$ cat config.mk
export PLATFORM = sky130hd
export DESIGN_NAME = stream_pattern_replace_core
export DESIGN_NICKNAME = d
export VERILOG_FILES = /design/src/hw/rtl/spr_pkg.sv /design/src/hw/rtl/spr_cfg.sv /design/src/hw/rtl/spr_win_cell.sv /design/src/hw/rtl/spr_out_cell.sv /design/src/hw/rtl/stream_pattern_replace_core.sv
export SDC_FILE = /design/constraint.sdc
export NUM_CORES = 1
export LEC_CHECK = 0
export ABC_AREA = 1
export BUFFER_PORTS_ARGS = -buffer_cell sky130_fd_sc_hd__buf_2
export CAP_MARGIN = 15
export CELL_PAD_IN_SITES_DETAIL_PLACEMENT = 0
export CELL_PAD_IN_SITES_GLOBAL_PLACEMENT = 1
export CORE_MARGIN = 2
export CORE_UTILIZATION = 43
export DETAILED_ROUTE_END_ITERATION = 7
export PLACE_DENSITY_LB_ADDON = 0.1
export SLEW_MARGIN = 20
export SYNTH_ARGS = -nofsm -noshare
export SYNTH_HDL_FRONTEND = slang
export SYNTH_SLANG_ARGS = --single-unit
$ cat constraint.sdc
create_clock -name clk_i -period 5.3 [get_ports clk_i]
set_input_delay 0 -clock clk_i [delete_from_list [all_inputs] [get_ports clk_i]]
set_output_delay 0 -clock clk_i [all_outputs]
set_load 0.005 [all_outputs]
$ cat src/hw/rtl/spr_pkg.sv
// ----------------------------------------------------------------------------
// spr_pkg: shared types and constants
// Register map codes, configuration bundle and the item formats that move
// between the window cells, the result lanes and the top level.
// ----------------------------------------------------------------------------
package spr_pkg;

  // bytes held by one 64-bit text register
  localparam int unsigned CFG_BYTES = 8;

  // apb address width and the bit that starts the register index
  localparam int unsigned ADDR_W  = 5;
  localparam int unsigned IDX_LSB = 3;

  // register index, byte address = 8 * index
  typedef enum logic [1:0] {
    REG_PATTERN_BYTES      = 2'd0,
    REG_PATTERN_LENGTH     = 2'd1,
    REG_REPLACEMENT_BYTES  = 2'd2,
    REG_REPLACEMENT_LENGTH = 2'd3
  } reg_idx_e;

  // configuration register contents
  typedef struct packed {
    logic [63:0] pattern_bytes;
    logic [3:0]  pattern_length;
    logic [63:0] replacement_bytes;
    logic [3:0]  replacement_length;
  } cfg_t;

  // per-cell window control
  typedef struct packed {
    logic shift;     // full window without a match: take neighbour's byte
    logic append;    // incoming byte lands in this cell
    logic in_range;  // cell lies inside the active pattern length
  } win_ctl_t;

  // one result item as held in a lane
  typedef struct packed {
    logic [7:0] data;
    logic       byte_valid;
    logic       last;
  } lane_t;

endpackage

$ cat src/hw/rtl/spr_cfg.sv
// ----------------------------------------------------------------------------
// spr_cfg: configuration registers
// APB-style register file for pattern and replacement text and lengths.
// Signals a pulse when the pattern length is written.
// ----------------------------------------------------------------------------
module spr_cfg (
  input  logic                       clk_i,
  input  logic                       rst_ni,
  input  logic                       psel,
  input  logic                       penable,
  input  logic                       pwrite,
  input  logic [spr_pkg::ADDR_W-1:0] paddr,
  input  logic [63:0]                pwdata,
  output logic [63:0]                prdata,
  output logic                       pready,
  output spr_pkg::cfg_t              cfg_o,
  output logic                       plen_wr_o
);

  spr_pkg::cfg_t    cfg_q, cfg_d;
  spr_pkg::reg_idx_e idx;
  logic             wr;

  assign pready = 1'b1;
  assign wr     = psel & penable & pwrite;
  assign idx    = spr_pkg::reg_idx_e'(paddr[spr_pkg::ADDR_W-1:spr_pkg::IDX_LSB]);

  // write decode
  always_comb begin
    cfg_d     = cfg_q;
    plen_wr_o = 1'b0;
    if (wr) begin
      unique case (idx)
        spr_pkg::REG_PATTERN_BYTES:      cfg_d.pattern_bytes = pwdata;
        spr_pkg::REG_PATTERN_LENGTH: begin
          cfg_d.pattern_length = pwdata[3:0];
          plen_wr_o            = 1'b1;
        end
        spr_pkg::REG_REPLACEMENT_BYTES:  cfg_d.replacement_bytes = pwdata;
        spr_pkg::REG_REPLACEMENT_LENGTH: cfg_d.replacement_length = pwdata[3:0];
        default: ;
      endcase
    end
  end

  // read decode
  always_comb begin
    unique case (idx)
      spr_pkg::REG_PATTERN_BYTES:      prdata = cfg_q.pattern_bytes;
      spr_pkg::REG_PATTERN_LENGTH:     prdata = 64'(cfg_q.pattern_length);
      spr_pkg::REG_REPLACEMENT_BYTES:  prdata = cfg_q.replacement_bytes;
      spr_pkg::REG_REPLACEMENT_LENGTH: prdata = 64'(cfg_q.replacement_length);
      default:                         prdata = '0;
    endcase
  end

  // register state
  always_ff @(posedge clk_i or negedge rst_ni) begin
    if (!rst_ni) begin
      cfg_q.pattern_bytes      <= '0;
      cfg_q.pattern_length     <= 4'd1;
      cfg_q.replacement_bytes  <= '0;
      cfg_q.replacement_length <= '0;
    end else begin
      cfg_q <= cfg_d;
    end
  end

  assign cfg_o = cfg_q;

endmodule

$ cat src/hw/rtl/spr_win_cell.sv
// ----------------------------------------------------------------------------
// spr_win_cell: one window position
// Holds one pending byte, compares it against its pattern byte and extends
// the match chain; shifts in its neighbour's byte when the window slides.
// ----------------------------------------------------------------------------
module spr_win_cell (
  input  logic              clk_i,
  input  spr_pkg::win_ctl_t ctl_i,
  input  logic [7:0]        in_byte_i,
  input  logic [7:0]        pat_byte_i,
  input  logic [7:0]        next_byte_i,
  input  logic              match_i,
  output logic [7:0]        byte_o,
  output logic              match_o
);

  logic [7:0] win_q, win_d;

  // window content as it stands once the incoming byte is in place
  assign byte_o  = ctl_i.append ? in_byte_i : win_q;

  // match chain, positions past the pattern length always agree
  assign match_o = match_i & (~ctl_i.in_range | (byte_o == pat_byte_i));

  // slide or append
  always_comb begin
    if (ctl_i.shift) begin
      win_d = next_byte_i;
    end else if (ctl_i.append) begin
      win_d = in_byte_i;
    end else begin
      win_d = win_q;
    end
  end

  always_ff @(posedge clk_i) begin
    win_q <= win_d;
  end

endmodule

$ cat src/hw/rtl/spr_out_cell.sv
// ----------------------------------------------------------------------------
// spr_out_cell: one result lane
// Holds one pending result item; moves down one lane whenever the head item
// is taken, or loads a freshly produced item.
// ----------------------------------------------------------------------------
module spr_out_cell (
  input  logic           clk_i,
  input  logic           pop_i,
  input  logic           load_i,
  input  spr_pkg::lane_t load_data_i,
  input  spr_pkg::lane_t next_i,
  output spr_pkg::lane_t lane_o
);

  spr_pkg::lane_t lane_q, lane_d;

  // new items always land behind what remains after the pop
  always_comb begin
    if (load_i) begin
      lane_d = load_data_i;
    end else if (pop_i) begin
      lane_d = next_i;
    end else begin
      lane_d = lane_q;
    end
  end

  always_ff @(posedge clk_i) begin
    lane_q <= lane_d;
  end

  assign lane_o = lane_q;

endmodule

$ cat src/hw/rtl/stream_pattern_replace_core.sv
// ----------------------------------------------------------------------------
// stream_pattern_replace_core: streaming find and replace
// Rewrites a byte string, replacing every leftmost non-overlapping
// occurrence of the pattern by the replacement text.
// ----------------------------------------------------------------------------
// Usage:
//   Input channel (in_valid_i / in_stall_o) takes one byte per item, the
//   final byte flagged by in_last_i. Output channel (out_valid_o /
//   out_stall_i) gives one byte per item; out_last_o marks the end of the
//   rewritten string, and byte_valid_o = 0 marks a bare end marker after a
//   final match with an empty replacement.
//   A row of MAX_PATTERN window cells compares the pending bytes against the
//   pattern in the cycle the byte arrives. Results go into a row of
//   MAX_OUT + 1 lanes that shift towards the output register.
//   Results are registered in the lanes. Throughput: one item per cycle
//   while each item yields at most one result and the receiver does not
//   stall; an item that yields more results holds the input until the
//   single output port has drained the lanes down to one result.
//   in_stall_o is high while two or more results wait in the lanes, so an
//   item is still taken while one result waits on a stalled receiver.
//   Reset empties the window and the lanes and loads pattern length 1, all
//   other registers zero. Configure over APB only while the block is idle;
//   writing the pattern length discards any pending window.
// ----------------------------------------------------------------------------
module stream_pattern_replace_core #(
  parameter int unsigned MAX_PATTERN = 8,
  parameter int unsigned MAX_REPLACE = 8
) (
  input  logic                       clk_i,
  input  logic                       rst_ni,
  // apb configuration port
  input  logic                       psel,
  input  logic                       penable,
  input  logic                       pwrite,
  input  logic [spr_pkg::ADDR_W-1:0] paddr,
  input  logic [63:0]                pwdata,
  output logic [63:0]                prdata,
  output logic                       pready,
  // input channel
  input  logic                       in_valid_i,
  output logic                       in_stall_o,
  input  logic [7:0]                 in_byte_i,
  input  logic                       in_last_i,
  // output channel
  output logic                       out_valid_o,
  input  logic                       out_stall_i,
  output logic [7:0]                 out_byte_o,
  output logic                       byte_valid_o,
  output logic                       out_last_o
);

  localparam int unsigned CW      = $clog2(MAX_PATTERN + 1);
  localparam int unsigned RW      = $clog2(MAX_REPLACE + 1);
  localparam int unsigned MAX_OUT = (MAX_PATTERN > MAX_REPLACE) ? MAX_PATTERN : MAX_REPLACE;
  localparam int unsigned OW      = $clog2(MAX_OUT + 1);
  localparam int unsigned NL      = MAX_OUT + 1;
  localparam int unsigned LW      = $clog2(NL + 1);

  spr_pkg::cfg_t  cfg;
  logic           plen_wr;

  logic [4:0]     plen_raw, plen_sat, rlen_sat;
  logic [CW-1:0]  plen;
  logic [RW-1:0]  rlen;

  logic [CW-1:0]  cnt_q, cnt_d, cnt_eff, new_cnt;
  logic           accept, full, hit, pop, marker, base;
  logic [OW-1:0]  n_data, n_emit;

  logic [7:0]     pw [MAX_PATTERN+1];
  logic           chain [MAX_PATTERN+1];

  spr_pkg::lane_t src   [MAX_OUT];
  spr_pkg::lane_t lanes [NL];
  logic [LW-1:0]  lane_cnt_q, lane_cnt_d;

  // configuration registers
  spr_cfg u_cfg (
    .clk_i     (clk_i),
    .rst_ni    (rst_ni),
    .psel      (psel),
    .penable   (penable),
    .pwrite    (pwrite),
    .paddr     (paddr),
    .pwdata    (pwdata),
    .prdata    (prdata),
    .pready    (pready),
    .cfg_o     (cfg),
    .plen_wr_o (plen_wr)
  );

  // effective lengths: zero pattern length reads as one, both saturate
  assign plen_raw = {1'b0, cfg.pattern_length};
  always_comb begin
    plen_sat = (plen_raw == 5'd0) ? 5'd1 : plen_raw;
    if (plen_sat > 5'(MAX_PATTERN)) begin
      plen_sat = 5'(MAX_PATTERN);
    end
    rlen_sat = {1'b0, cfg.replacement_length};
    if (rlen_sat > 5'(MAX_REPLACE)) begin
      rlen_sat = 5'(MAX_REPLACE);
    end
  end
  assign plen = CW'(plen_sat);
  assign rlen = RW'(rlen_sat);

  // handshakes
  assign in_stall_o  = lane_cnt_q > LW'(1);
  assign accept      = in_valid_i & ~in_stall_o;
  assign out_valid_o = lane_cnt_q != '0;
  assign pop         = out_valid_o & ~out_stall_i;

  // window fill after the incoming byte
  assign cnt_eff = (cnt_q >= plen) ? '0 : cnt_q;
  assign new_cnt = cnt_eff + 1'b1;
  assign full    = new_cnt == plen;

  // row of window cells
  assign chain[0]        = 1'b1;
  assign pw[MAX_PATTERN] = 8'h00;
  for (genvar i = 0; i < MAX_PATTERN; i++) begin : g_win
    spr_pkg::win_ctl_t ctl;
    logic [7:0]        pat_byte;

    if (i < spr_pkg::CFG_BYTES) begin : g_pat
      assign pat_byte = cfg.pattern_bytes[8*i +: 8];
    end else begin : g_pat_zero
      assign pat_byte = 8'h00;
    end

    assign ctl.shift    = accept & full & ~hit;
    assign ctl.append   = accept & (cnt_eff == CW'(i));
    assign ctl.in_range = CW'(i) < plen;

    spr_win_cell u_cell (
      .clk_i       (clk_i),
      .ctl_i       (ctl),
      .in_byte_i   (in_byte_i),
      .pat_byte_i  (pat_byte),
      .next_byte_i (pw[i+1]),
      .match_i     (chain[i]),
      .byte_o      (pw[i]),
      .match_o     (chain[i+1])
    );
  end

  assign hit = full & chain[MAX_PATTERN];

  // window count
  always_comb begin
    cnt_d = cnt_q;
    if (plen_wr) begin
      cnt_d = '0;
    end else if (accept) begin
      if (in_last_i || hit) begin
        cnt_d = '0;
      end else if (full) begin
        cnt_d = plen - 1'b1;
      end else begin
        cnt_d = new_cnt;
      end
    end
  end

  // number of results for this item
  always_comb begin
    if (hit) begin
      n_data = OW'(rlen);
    end else if (in_last_i) begin
      n_data = OW'(new_cnt);
    end else if (full) begin
      n_data = OW'(1);
    end else begin
      n_data = '0;
    end
  end
  assign marker = in_last_i & (n_data == '0);
  assign n_emit = marker ? OW'(1) : n_data;

  // result items: replacement text, the window front to back, or a bare end marker
  for (genvar j = 0; j < MAX_OUT; j++) begin : g_src
    logic [7:0] rep_byte, win_byte;

    if (j < MAX_REPLACE && j < spr_pkg::CFG_BYTES) begin : g_rep
      assign rep_byte = cfg.replacement_bytes[8*j +: 8];
    end else begin : g_rep_zero
      assign rep_byte = 8'h00;
    end

    if (j < MAX_PATTERN) begin : g_wb
      assign win_byte = pw[j];
    end else begin : g_wb_zero
      assign win_byte = 8'h00;
    end

    assign src[j].data       = marker ? 8'h00 : (hit ? rep_byte : win_byte);
    assign src[j].byte_valid = ~marker;
    assign src[j].last       = in_last_i & ((OW'(j) + 1'b1) == n_emit);
  end

  // load offset: one result may still sit at the head
  assign base = (lane_cnt_q == LW'(1)) & ~pop;

  // row of result lanes
  for (genvar k = 0; k < NL; k++) begin : g_lane
    spr_pkg::lane_t src_a, src_b, nxt, ld_data;
    logic           ld_a, ld_b, ld;

    if (k < MAX_OUT) begin : g_a
      assign src_a = src[k];
      assign ld_a  = OW'(k) < n_emit;
    end else begin : g_a_none
      assign src_a = '0;
      assign ld_a  = 1'b0;
    end

    if (k >= 1) begin : g_b
      assign src_b = src[k-1];
      assign ld_b  = OW'(k - 1) < n_emit;
    end else begin : g_b_none
      assign src_b = '0;
      assign ld_b  = 1'b0;
    end

    if (k < NL - 1) begin : g_nxt
      assign nxt = lanes[k+1];
    end else begin : g_nxt_none
      assign nxt = '0;
    end

    assign ld_data = base ? src_b : src_a;
    assign ld      = accept & (base ? ld_b : ld_a);

    spr_out_cell u_lane (
      .clk_i       (clk_i),
      .pop_i       (pop),
      .load_i      (ld),
      .load_data_i (ld_data),
      .next_i      (nxt),
      .lane_o      (lanes[k])
    );
  end

  // lane occupancy
  always_comb begin
    lane_cnt_d = lane_cnt_q;
    if (pop) begin
      lane_cnt_d = lane_cnt_d - 1'b1;
    end
    if (accept) begin
      lane_cnt_d = lane_cnt_d + LW'(n_emit);
    end
  end

  always_ff @(posedge clk_i or negedge rst_ni) begin
    if (!rst_ni) begin
      cnt_q      <= '0;
      lane_cnt_q <= '0;
    end else begin
      cnt_q      <= cnt_d;
      lane_cnt_q <= lane_cnt_d;
    end
  end

  // head lane drives the output
  assign out_byte_o   = lanes[0].data;
  assign byte_valid_o = lanes[0].byte_valid;
  assign out_last_o   = lanes[0].last;

endmodule
; Yosys cells after proc, flatten, opt, wreduce, memory -nomap -nowiden
; Cells that the tools add are included.
; Widths: inputs -> output; s select.
[classes]
add_sub_neg = 4
order_cmp = 20
eq_ne = 28
mux = 84
bitwise = 62
n_reduce_logical = 20
[op_table]
columns = op, count
row1 = $mux 10, 27
row2 = $pmux 64 s4, 1
row3 = $mux 8, 31
row4 = $eq 8x8->1, 8
row5 = $mux 4, 13
row6 = $and 1x1->1, 41
row7 = $lt 3x4->1 const A, 8
row8 = $reduce_bool 2->1, 10
row9 = $eq 3x4->1 const A, 4
row10 = $eq 4x3->1 const B, 4
row11 = $lt 1x4->1 const A, 4
row12 = $lt 2x4->1 const A, 4
row13 = $not 1->1, 13
row14 = $mux 1, 12
row15 = $eq 2x4->1 const A, 2
row16 = $eq 4x1->1 const B, 2
row17 = $eq 4x2->1 const B, 2
row18 = $gt 4x4->1 const B, 2
row19 = $logic_not 4->1, 2
row20 = $or 1x1->1, 8
row21 = $reduce_and 2->1, 4
row22 = $sub 4x1->4 const B, 2
row23 = $logic_not 5->1, 1
row24 = $add 4x1->4 const B, 1
row25 = 11 further kinds, 12
[totals]
reg_bits = 298
word_cells = 259

; Logic depth before layout (Yosys ltp)
; Gate-level depths: netlist of the first run.
[depth]
ltp_word = 27
mapped_depth = 40

; By module
; From an unflattened synthesis of the first run, not the netlist that was laid out.
[unflattened]
hier_cells = 2476
hier_area_um2 = 17645.7
[by_module_without_submodules]
columns = mod, n_inst, cells_per_inst, area_per_inst_um2, seq_area_each_um2
row1 = spr_cfg, 1, 807, 6067.1, 3404.5
row2 = spr_win_cell, 8, 93, 583.1, 160.2
row3 = spr_out_cell, 9, 43, 434.2, 300.3
row4 = stream_pattern_replace_core, 1, 538, 3006.6, 200.2

; Worst setup path before layout of the first run
; OpenSTA, ideal clock, no wires.
[synth_path]
path_type = register to register
startpoint = register u_cfg.cfg_q (netlist bit u_cfg.cfg_o[71])
endpoint = register g_lane[1].u_lane.lane_q (netlist bit g_lane[1].u_lane.lane_o[0]), enable pin
setup_time_ns = 0.352
t_arrival_ns = 4.457
required_time_ns = 4.948
setup_slack_ns = 0.491
path_stages_with_launch = 29
path_buffers = 2
synth_period_minus_slack_ns = 4.809
path_cell_list = dfrtp_1 buf_2 inv_1 o21ai_0 inv_1 ha_1 nand2_1 inv_1 nand2_1 nand3_1 nor2_1 inv_1 ha_1 xor2_1 a21oi_1 o21ai_0 nor3_1 nand3_2 a21oi_1 nand2_1 nor2_4 nand2_2 nand2_2 nand2_2 nor2_4 inv_1 o21ai_1 clkbuf_1 nand3_1
[synth_between]
elab_chain_cells = 27
elab_cells_between_ends = 83
classes_between = add/sub: 1 / order compare: 12 / eq/ne: 16 / mux: 16 / bitwise: 34 / reduce/logical: 4
[synth_rtl]
columns = element, line_no
row1 = "start, declared", spr_cfg.sv:20  ; spr_pkg::cfg_t cfg_q, cfg_d;
row2 = "start signal, assigned", spr_cfg.sv:65  ; cfg_q <= cfg_d;
row3 = $logic_not 5->1, stream_pattern_replace_core.sv:95  ; plen_sat = (plen_raw == 5'd0) ? 5'd1 : plen_raw;
row4 = $mux 4 (*), stream_pattern_replace_core.sv:95
row5 = $gt 4x4->1, stream_pattern_replace_core.sv:96  ; if (plen_sat > 5'(MAX_PATTERN)) begin
row6 = $mux 4 (*), stream_pattern_replace_core.sv:96
row7 = $ge 4x4->1, stream_pattern_replace_core.sv:114  ; assign cnt_eff = (cnt_q >= plen) ? '0 : cnt_q;
row8 = $mux 4, stream_pattern_replace_core.sv:114
row9 = $eq 4x1->1 or $logic_not 4->1 (tied branches), stream_pattern_replace_core.sv:132  ; assign ctl.append = accept & (cnt_eff == CW'(i));
row10 = $and 1x1->1, stream_pattern_replace_core.sv:132
row11 = [... 11 more ...], n/a
row12 = $mux 4 (*), stream_pattern_replace_core.sv:167  ; if (hit) begin
row13 = $logic_not 4->1, stream_pattern_replace_core.sv:177  ; assign marker = in_last_i & (n_data == '0);
row14 = $and 1x1->1, stream_pattern_replace_core.sv:177
row15 = $mux 4 (*), stream_pattern_replace_core.sv:178  ; assign n_emit = marker ? OW'(1) : n_data;
row16 = "$lt 1x4->1, on equally long branches", "stream_pattern_replace_core.sv:211, stream_pattern_replace_core.sv:219"
row17 = $mux 1 (*), stream_pattern_replace_core.sv:232  ; assign ld = accept & (base ? ld_b : ld_a);
row18 = $and 1x1->1 (*), stream_pattern_replace_core.sv:232
row19 = $reduce_bool 2->1 (no source line) (*), n/a
row20 = "end signal, assigned", spr_out_cell.sv:29  ; lane_q <= lane_d;
row21 = "end, declared", spr_out_cell.sv:15  ; spr_pkg::lane_t lane_q, lane_d;
; Mark *: on every way between the ends. The rest lies on a longest branch, timed or not.
; A chain may end at the register's enable or synchronous reset.

==> results of run 1 <==
==> cells by family (layout without fill, tap and decap cells) <==
group / Yosys count / after routing / synth area share (%)
multiplexers: 1 / 1 / 0.0666
adder cells (fa/ha/maj): 15 / 15 / 1.11
buffers and inverters: 434 / 784 / 10.1
flip-flops: 298 / 298 / 44.9
AO/OA/AOI/OAI: 408 / 408 / 12.9
other: 1 / 1 / 0.0222
AND/OR/NAND/NOR: 1263 / 1263 / 30.4
XOR/XNOR: 8 / 8 / 0.415
==> per-stage QoR <==
step	power [mW]	hold WS (ns)	instances
after floorplan	6.28	-0.296	2428
after global placement	8.31	0.133	3147
after detailed placement	8.34	0.149	3147
after CTS	11.1	0.0531	3289
after global routing	12.0	0.130	3296
final	11.3	0.0873	3296
==> layer usage <==
layer | up-vias | track usage [%] | wire length, um
li1 | 8438 | - | -
met4 | 0 | 8.06 | 1650
met2 | 577 | 45.6 | 26900
met3 | 83 | 4.71 | 4390
met1 | 7993 | 44.0 | 28700
met5 | - | 0 | 0
==> registers in the layout (all words and copies together), names as in the netlist <==
name / cells
lane_cnt_q: 4
g_lane.u_lane.lane_o: 90
cnt_q: 4
g_win.u_cell.win_q: 64
u_cfg.cfg_o: 136
==> Yosys cell counts, drive strengths merged (4+ instances only) <==
cell    instances  area (um^2)
o22ai          59          369
dfxtp          64         1280
inv           302         1130
a21oi          14         73.8
o21ai         298         1490
nor3            8         40.0
or2             6         37.5
nand4           4         25.0
nand3         218         1100
clkinv          7         26.3
a31oi          30          188
xor2            6         52.6
edfxtp         90         2700
ha             15          188
nor2          144          583
clkbuf         84          318
nand2         879         3330
buf            41          229
dfrtp         143         3580
==> worst max-delay path by stage <==
stage | depth (start not counted) | endpoint | slack (ns) | from
3_5_place_dp | 35 | g_lane[3].u_lane.lane_o[7]$_DFFE_PP_ | -0.06 | u_cfg.cfg_o[71]$_DFFE_PN0P_
4_1_cts | 37 | g_lane[2].u_lane.lane_o[7]$_DFFE_PP_ | 0.03 | u_cfg.cfg_o[71]$_DFFE_PN0P_
5_1_grt | 39 | g_lane[4].u_lane.lane_o[5]$_DFFE_PP_ | -0.06 | u_cfg.cfg_o[70]$_DFFE_PN0P_
2_1_floorplan | 28 | g_lane[1].u_lane.lane_o[0]$_DFFE_PP_ | 0.49 | u_cfg.cfg_o[71]$_DFFE_PN0P_
6_report | 36 | g_lane[6].u_lane.lane_o[8]$_DFFE_PP_ | 0.30 | u_cfg.cfg_o[68]$_DFFE_PN1P_
3_3_place_gp | 37 | g_lane[3].u_lane.lane_o[6]$_DFFE_PP_ | 0.04 | u_cfg.cfg_o[71]$_DFFE_PN0P_
==> cell usage in the layout, fill, tap and decap left out, drive strengths merged, types with 2 or more instances in the layout <==
master       instances
nand2              879
buf                333
inv                304
o21ai              298
nand3              218
nor2               144
dfrtp              143
edfxtp              90
dlygate4sd3         74
dfxtp               64
o22ai               59
clkbuf              49
a31oi               30
clkinv              17
ha                  15
a21oi               14
nor3                 8
xor2                 6
or2                  6
bufinv               5
nand4                4
nand3b               3
o211ai               3
o2111ai              3
clkinvlp             2
xnor2                2
==> worst reg2reg max path, delay by kind of cell (launching register included) <==
kind	cells	cell delay [ns]
simple gates	23	2.52
buf+inv	9	1.00
flops	1	0.58
fa+ha+maj	2	0.40
compound gates	2	0.26
==> area by class of cell <==
class | count | area, um^2 | area share [%]
Inverter | 309 | 1160 | 5.39
Clock buffer | 49 | 1060 | 4.93
Timing Repair Buffer | 407 | 3070 | 14.2
Multi-Input combinational cell | 1696 | 7820 | 36.2
Sequential cell | 298 | 7590 | 35.2
Clock inverter | 19 | 228 | 1.06
Tap cell | 518 | 648 | 3.00
==> power breakdown <==
group          leakage, nW  switching (mW)  internal [mW]
Sequential            3.25           0.353           3.16
Clock                0.640            1.04           1.66
Combinational         7.12            3.14           1.91
==> repair_timing <==
action / in CTS / in global routing
gates resized for setup: 2 / 63
pin swaps: 0 / 12
gates cloned: 0 / 2
hold buffers: 74 / 0
setup buffers: 0 / 5
endpoints found under the hold margin: 255 / 0
setup endpoints to repair: 40 / 200
==> flow_summary_export.csv, run 1 <==
group,metric,value,unit
logic_synthesis,synth_async_sr_flop_share,48.3,%
clock_tree,h_tree_lvls,2,
route,ant_nets,0,
power,power.ir.vdd_worst,0.000266,V
power,static-leakage-power,11.0,nW
critical_path,critical_path.top_delay_family,"simple AND/OR/NAND/NOR gates",
logic_synthesis,postSynthAreaPerCell,6.96,um^2
placed_design,place.detailed.hpwl,45600,um
grt,grt_start_max_net_pins,96,
route,vias,17100,
critical_path,critPathSlowestCell,"sky130_fd_sc_hd__dfstp_2",
final_layout,syn_to_final_growth,27.8,%
power,power_density,521,mW/mm^2
hold_path,hold_start,"paddr[4]",
timing,worst_slew_pin_slew,0.954,ns
hold_path,holdCritPathClass,"in -> reg",
clock_tree,worstSkewPairLatency,0.56,ns
hold_path,hold-path-cell-count,5,
route,drt-total-wl,61600,um
route,wire_per_inst,18.7,um
logic_synthesis,synth.ff_latch_count,298,
logic_synthesis,syn_area,0.0169,mm^2
timing,finalSetupTns,0,ns
grt,grt_usage,29.9,%
timing,setup_viol,0,
critical_path,reg2reg_depth,36,
final_layout,final_design_area_no_fill,0.0216,mm^2
final_layout,nNetsFinal,2849,
logic_synthesis,primary_ff_master_synth,"sky130_fd_sc_hd__dfrtp_1",
logic_synthesis,post_synth_num_cell_types,41,
critical_path,cp.required,5.60,ns
logic_synthesis,synth-seq-area-share,44.9,%
run,max_cap_viol_count,0,
critical_path,critical-path-max-stage-delay,0.58,ns
grt,grt_first_pass_wirelength,93400,um
critical_path,critPathMostFrequentCell,"sky130_fd_sc_hd__nand2_1",
logic_synthesis,post_synthesis_net_count,2528,
die,num_rows,72,
route,dr.first_iter.drc_count,1431,
die,chipHeight,202,um
clock_tree,cts_buffer_depth,3,
timing,timing.final.ws_setup,0.297,ns
grt,globalRouteOverflowTotal,0,
timing,period_share,94.4,%
logic_synthesis,yosys_warnings,0,
logic_synthesis,synthesis.instances,2428,
critical_path,arrival,5.31,ns
clock_tree,worst_setup_hold_path_clk_slew,0.06,ns
grt,antenna_violations_before_repair,0,
final_layout,layout.filler_cells,3828,
clock_tree,cts_root_buffer,"sky130_fd_sc_hd__clkbuf_16",
placed_design,post-place-ws,-0.0565,ns
placed_design,gp_routability_congestion,0.926,
hold_path,holdPathEnd,"u_cfg.cfg_o[3]$_DFFE_PN0P_",
timing,maxSlewViolCount,0,
clock_tree,cts_num_sinks,298,
clock_tree,cts-buffers-inserted,37,
critical_path,critical_path.reg2reg.startpoint,"u_cfg.cfg_o[68]$_DFFE_PN1P_",
critical_path,timing_worst_setup_path_type,"reg -> reg",
placed_design,post_dp_cell_area,0.0193,mm^2
clock_tree,cts_tree,"built",
critical_path,worstSetupStartpointType,"register",
critical_path,endpoint_kind,"register",
die,design.core.area,0.0387,mm^2
final_layout,num_antenna_cells,0,
placed_design,place.port_buffers,157,
logic_synthesis,synth_edf_count,90,
final_layout,postLayoutCoreUtil,55.7,%
grt,grt_pass1_vias,16200,
final_layout,final_layout_size_suffix_gt1_share,17.2,%
timing,maxSlewHeadroom,36.4,%
route,via_per_inst,5.19,
timing,final_hold_viol_count,0,
outcome,status,"complete, no violations",
critical_path,worstReg2RegEnd,"g_lane[6].u_lane.lane_o[8]$_DFFE_PP_",
timing,max_clock_freq,200,MHz
die,floorplan.io_pins,162,
route,detailedRoute.firstPassIterationCount,8,
die,fp.dieW,202,um
timing,skew,0.0154,ns
critical_path,timing.critical_path.buf_inv,9,
critical_path,r2r_setup_slack,0.30,ns
route,route.detailed.drc,0,
die,die_area,0.0409,mm^2
critical_path,worstPathMaxFanout,9,
timing,period_minus_slack,5.00,ns
die,start_util,43.6,%
No activity file was read; power rests on OpenSTA's default activity.
==> run 2: changes to the inputs <==
==> constraint.sdc (replaced) <==
create_clock -name clk_i -period 4.8 [get_ports clk_i]
set_input_delay 0 -clock clk_i [delete_from_list [all_inputs] [get_ports clk_i]]
set_output_delay 0 -clock clk_i [all_outputs]
set_load 0.005 [all_outputs]
==> run 2 against run 1 <==
The flow now finishes with violations (negative setup slack). Worst setup slack got worse by 0.30 ns. Clock skew increased by 0.0077 ns. Hold slack got worse by 0.075 ns. Largest power group unchanged. Final area increased by 9.2%. Sequential power increased by 11%. Register-to-register slack got worse by 0.30 ns. Power increased by 20%. Wire length increased by 2.2%. Critical endpoint is now g_lane[6].u_lane.lane_o[7]$_DFFE_PP_.
==> flow_summary_export.csv, run 2 (synthesis gave the netlist of run 1 again) <==
group,metric,value,unit
critical_path,cp.required,5.09,ns
power,power_density,572,mW/mm^2
hold_path,holdCritPathClass,"in -> reg",
final_layout,postLayoutCoreUtil,60.8,%
clock_tree,cts_buffer_depth,3,
power,power_report.internal_total,8.09,mW
route,via_per_inst,5.20,
timing,setup_viol,6,
die,num_rows,72,
timing,timing.final.ws_setup,-0.00836,ns
critical_path,worstPathMaxFanout,9,
grt,grt_start_max_net_pins,88,
die,fp.dieW,202,um
run,max_cap_viol_count,0,
timing,period_share,100,%
route,drt-met1-wl,28100,um
clock_tree,cts_num_sinks,298,
route,vias,18000,
timing,period_minus_slack,4.81,ns
critical_path,critical-path-max-stage-delay,0.40,ns
grt,grt_usage,30.0,%
final_layout,final_cells,3463,
power,static-leakage-power,11.9,nW
power,power.ir.vdd_worst,0.000291,V
critical_path,critPathMostFrequentCell,"sky130_fd_sc_hd__nand2_1",
grt,grt_pass1_vias,17000,
placed_design,post-place-ws,-0.293,ns
final_layout,syn_to_final_growth,39.5,%
route,drt-total-wl,63000,um
timing,hold_slack,0.0121,ns
clock_tree,cts_tree,"built",
die,floorplan.io_pins,162,
clock_tree,cts-buffers-inserted,35,
timing,final_hold_viol_count,0,
die,chipHeight,202,um
critical_path,critPathSlowestCell,"sky130_fd_sc_hd__dfrtp_1",
die,start_util,43.6,%
clock_tree,worstSkewPairLatency,0.55,ns
timing,skew,0.0231,ns
route,detailedRoute.firstPassIterationCount,6,
clock_tree,cts_root_buffer,"sky130_fd_sc_hd__clkbuf_16",
final_layout,layout_commonest_cell,"sky130_fd_sc_hd__nand2_1",
timing,grt_setup_unrepaired,"yes",
critical_path,arrival,5.10,ns
timing,maxSlewViolCount,0,
final_layout,nNetsFinal,3019,
power,pwr-share-clk,21.3,%
power,p_comb_share,49.8,%
grt,grt_first_pass_wirelength,94800,um
critical_path,worstSetupStartpointType,"register",
placed_design,place.port_buffers,157,
final_layout,largest_reg_flops,136,
grt,antenna_violations_before_repair,0,
final_layout,layout.cells.most_common_list,"sky130_fd_sc_hd__nand2_1, sky130_fd_sc_hd__buf_4, sky130_fd_sc_hd__inv_1, sky130_fd_sc_hd__o21ai_0, sky130_fd_sc_hd__nand3_1",
clock_tree,h_tree_lvls,2,
die,die_area,0.0409,mm^2
power,p_sw_share,40.0,%
power,power.sequential.fraction,28.9,%
outcome,violations,"negative setup slack",
route,detailroute.wirelength.met3,5100,um
critical_path,timing_worst_setup_path_type,"reg -> reg",
timing,maxSlewHeadroom,34.5,%
route,wire_per_inst,18.2,um
route,detailroute.wirelength.met2,28400,um
timing,worst_slew_pin_slew,0.981,ns
placed_design,dp.cells,3287,
final_layout,num_antenna_cells,0,
route,dr.max_layer_used,"met4",
critical_path,endpoint_kind,"register",
route,dr.first_iter.drc_count,1485,
grt,globalRouteOverflowTotal,0,
power,p_sw,5.39,mW
timing,max_clock_freq,208,MHz
route,route.detailed.drc,0,
route,ant_nets,0,
outcome,status,"finished, violations left",
die,design.core.area,0.0387,mm^2
final_layout,final_layout_size_suffix_gt1_share,25.6,%
placed_design,gp_routability_congestion,0.951,
placed_design,place.detailed.hpwl,46100,um
clock_tree,worst_setup_hold_path_clk_slew,0.06,ns
## run 2: changes by cell type in the layout (fill, tap and decap cells not counted), moves of 20 or more
cell and delta:
sky130_fd_sc_hd__nand2_1 -52, sky130_fd_sc_hd__nand3_1 -20, sky130_fd_sc_hd__buf_6 +29, sky130_fd_sc_hd__nand2_2 +39, sky130_fd_sc_hd__buf_4 +129, sky130_fd_sc_hd__o21ai_0 -22
## run 2: power groups by stage
stage	registers (mW)	clock network, mW	logic, mW
after global placement	3.90	0	5.90
after global routing	3.97	3.02	7.38
after detailed placement	3.90	0	5.97
after CTS	3.87	2.91	6.08
after floorplan	3.78	0	3.16
final	3.90	2.87	6.71
## run 2: area by class of cell
cell class	instances	area, um^2
fill	3652	15200
inverter	309	1160
tap	518	648
timing repair buffer	579	4670
clock buffer	49	1020
clock inverter	14	195
multi-input combinational	1696	8290
sequential	298	7590
## run 2: worst paths after layout
path                                                        end  depth (start not counted)                         from  slack [ns]
min                                     lane_cnt_q[3]$_DFF_PN0_                          6                  out_stall_i        0.01
max reg2reg                g_lane[6].u_lane.lane_o[7]$_DFFE_PP_                         36  u_cfg.cfg_o[70]$_DFFE_PN0P_      -0.008
min in group asynchronous           u_cfg.cfg_o[24]$_DFFE_PN0P_                          3                       rst_ni        0.10
min reg2reg                          u_cfg.cfg_o[6]$_DFFE_PN0P_                          2   u_cfg.cfg_o[6]$_DFFE_PN0P_        0.48
max in group asynchronous               lane_cnt_q[3]$_DFF_PN0_                          3                       rst_ni        3.98
max                        g_lane[6].u_lane.lane_o[7]$_DFFE_PP_                         36  u_cfg.cfg_o[70]$_DFFE_PN0P_      -0.008
## run 2: metal layers
layer / vias up / GRT usage, %
li1: 8772 / -
met1: 8428 / 43.0
met2: 695 / 46.8
met3: 105 / 5.69
met4: 0 / 7.27
met5: - / 0
## run 2: timing repair
item                                   4_1_cts  5_1_grt
setup buffers                                2       29
setup endpoints to repair                  181      233
gates resized for setup                     25      236
endpoints found under the hold margin      287        1
pin swaps                                    5       61
gates cloned                                 0       10
hold buffers                                71        1
## run 2: per-stage QoR
| stage | power (mW) | cell area [um^2] | TNS [ns] |
|---|---|---|---|
| 2_1_floorplan | 6.94 | 16900 | 0 |
| 6_report | 13.5 | 23600 | -0.0184 |
| 4_1_cts | 12.9 | 22400 | 0 |
| 5_1_grt | 14.4 | 23600 | -35.85 |
| 3_5_place_dp | 9.87 | 20400 | -36.73 |
| 3_3_place_gp | 9.81 | 20400 | -26.22 |
## run 2: worst max-delay path, delay by kind of cell (launching register included)
family / cells / cell delay (ns)
AOI/OAI and AO/OA: 2 / 0.25
buffers and inverters: 10 / 1.11
and+or+nand+nor: 22 / 2.33
adders and majority gates: 2 / 0.44
DFF: 1 / 0.40
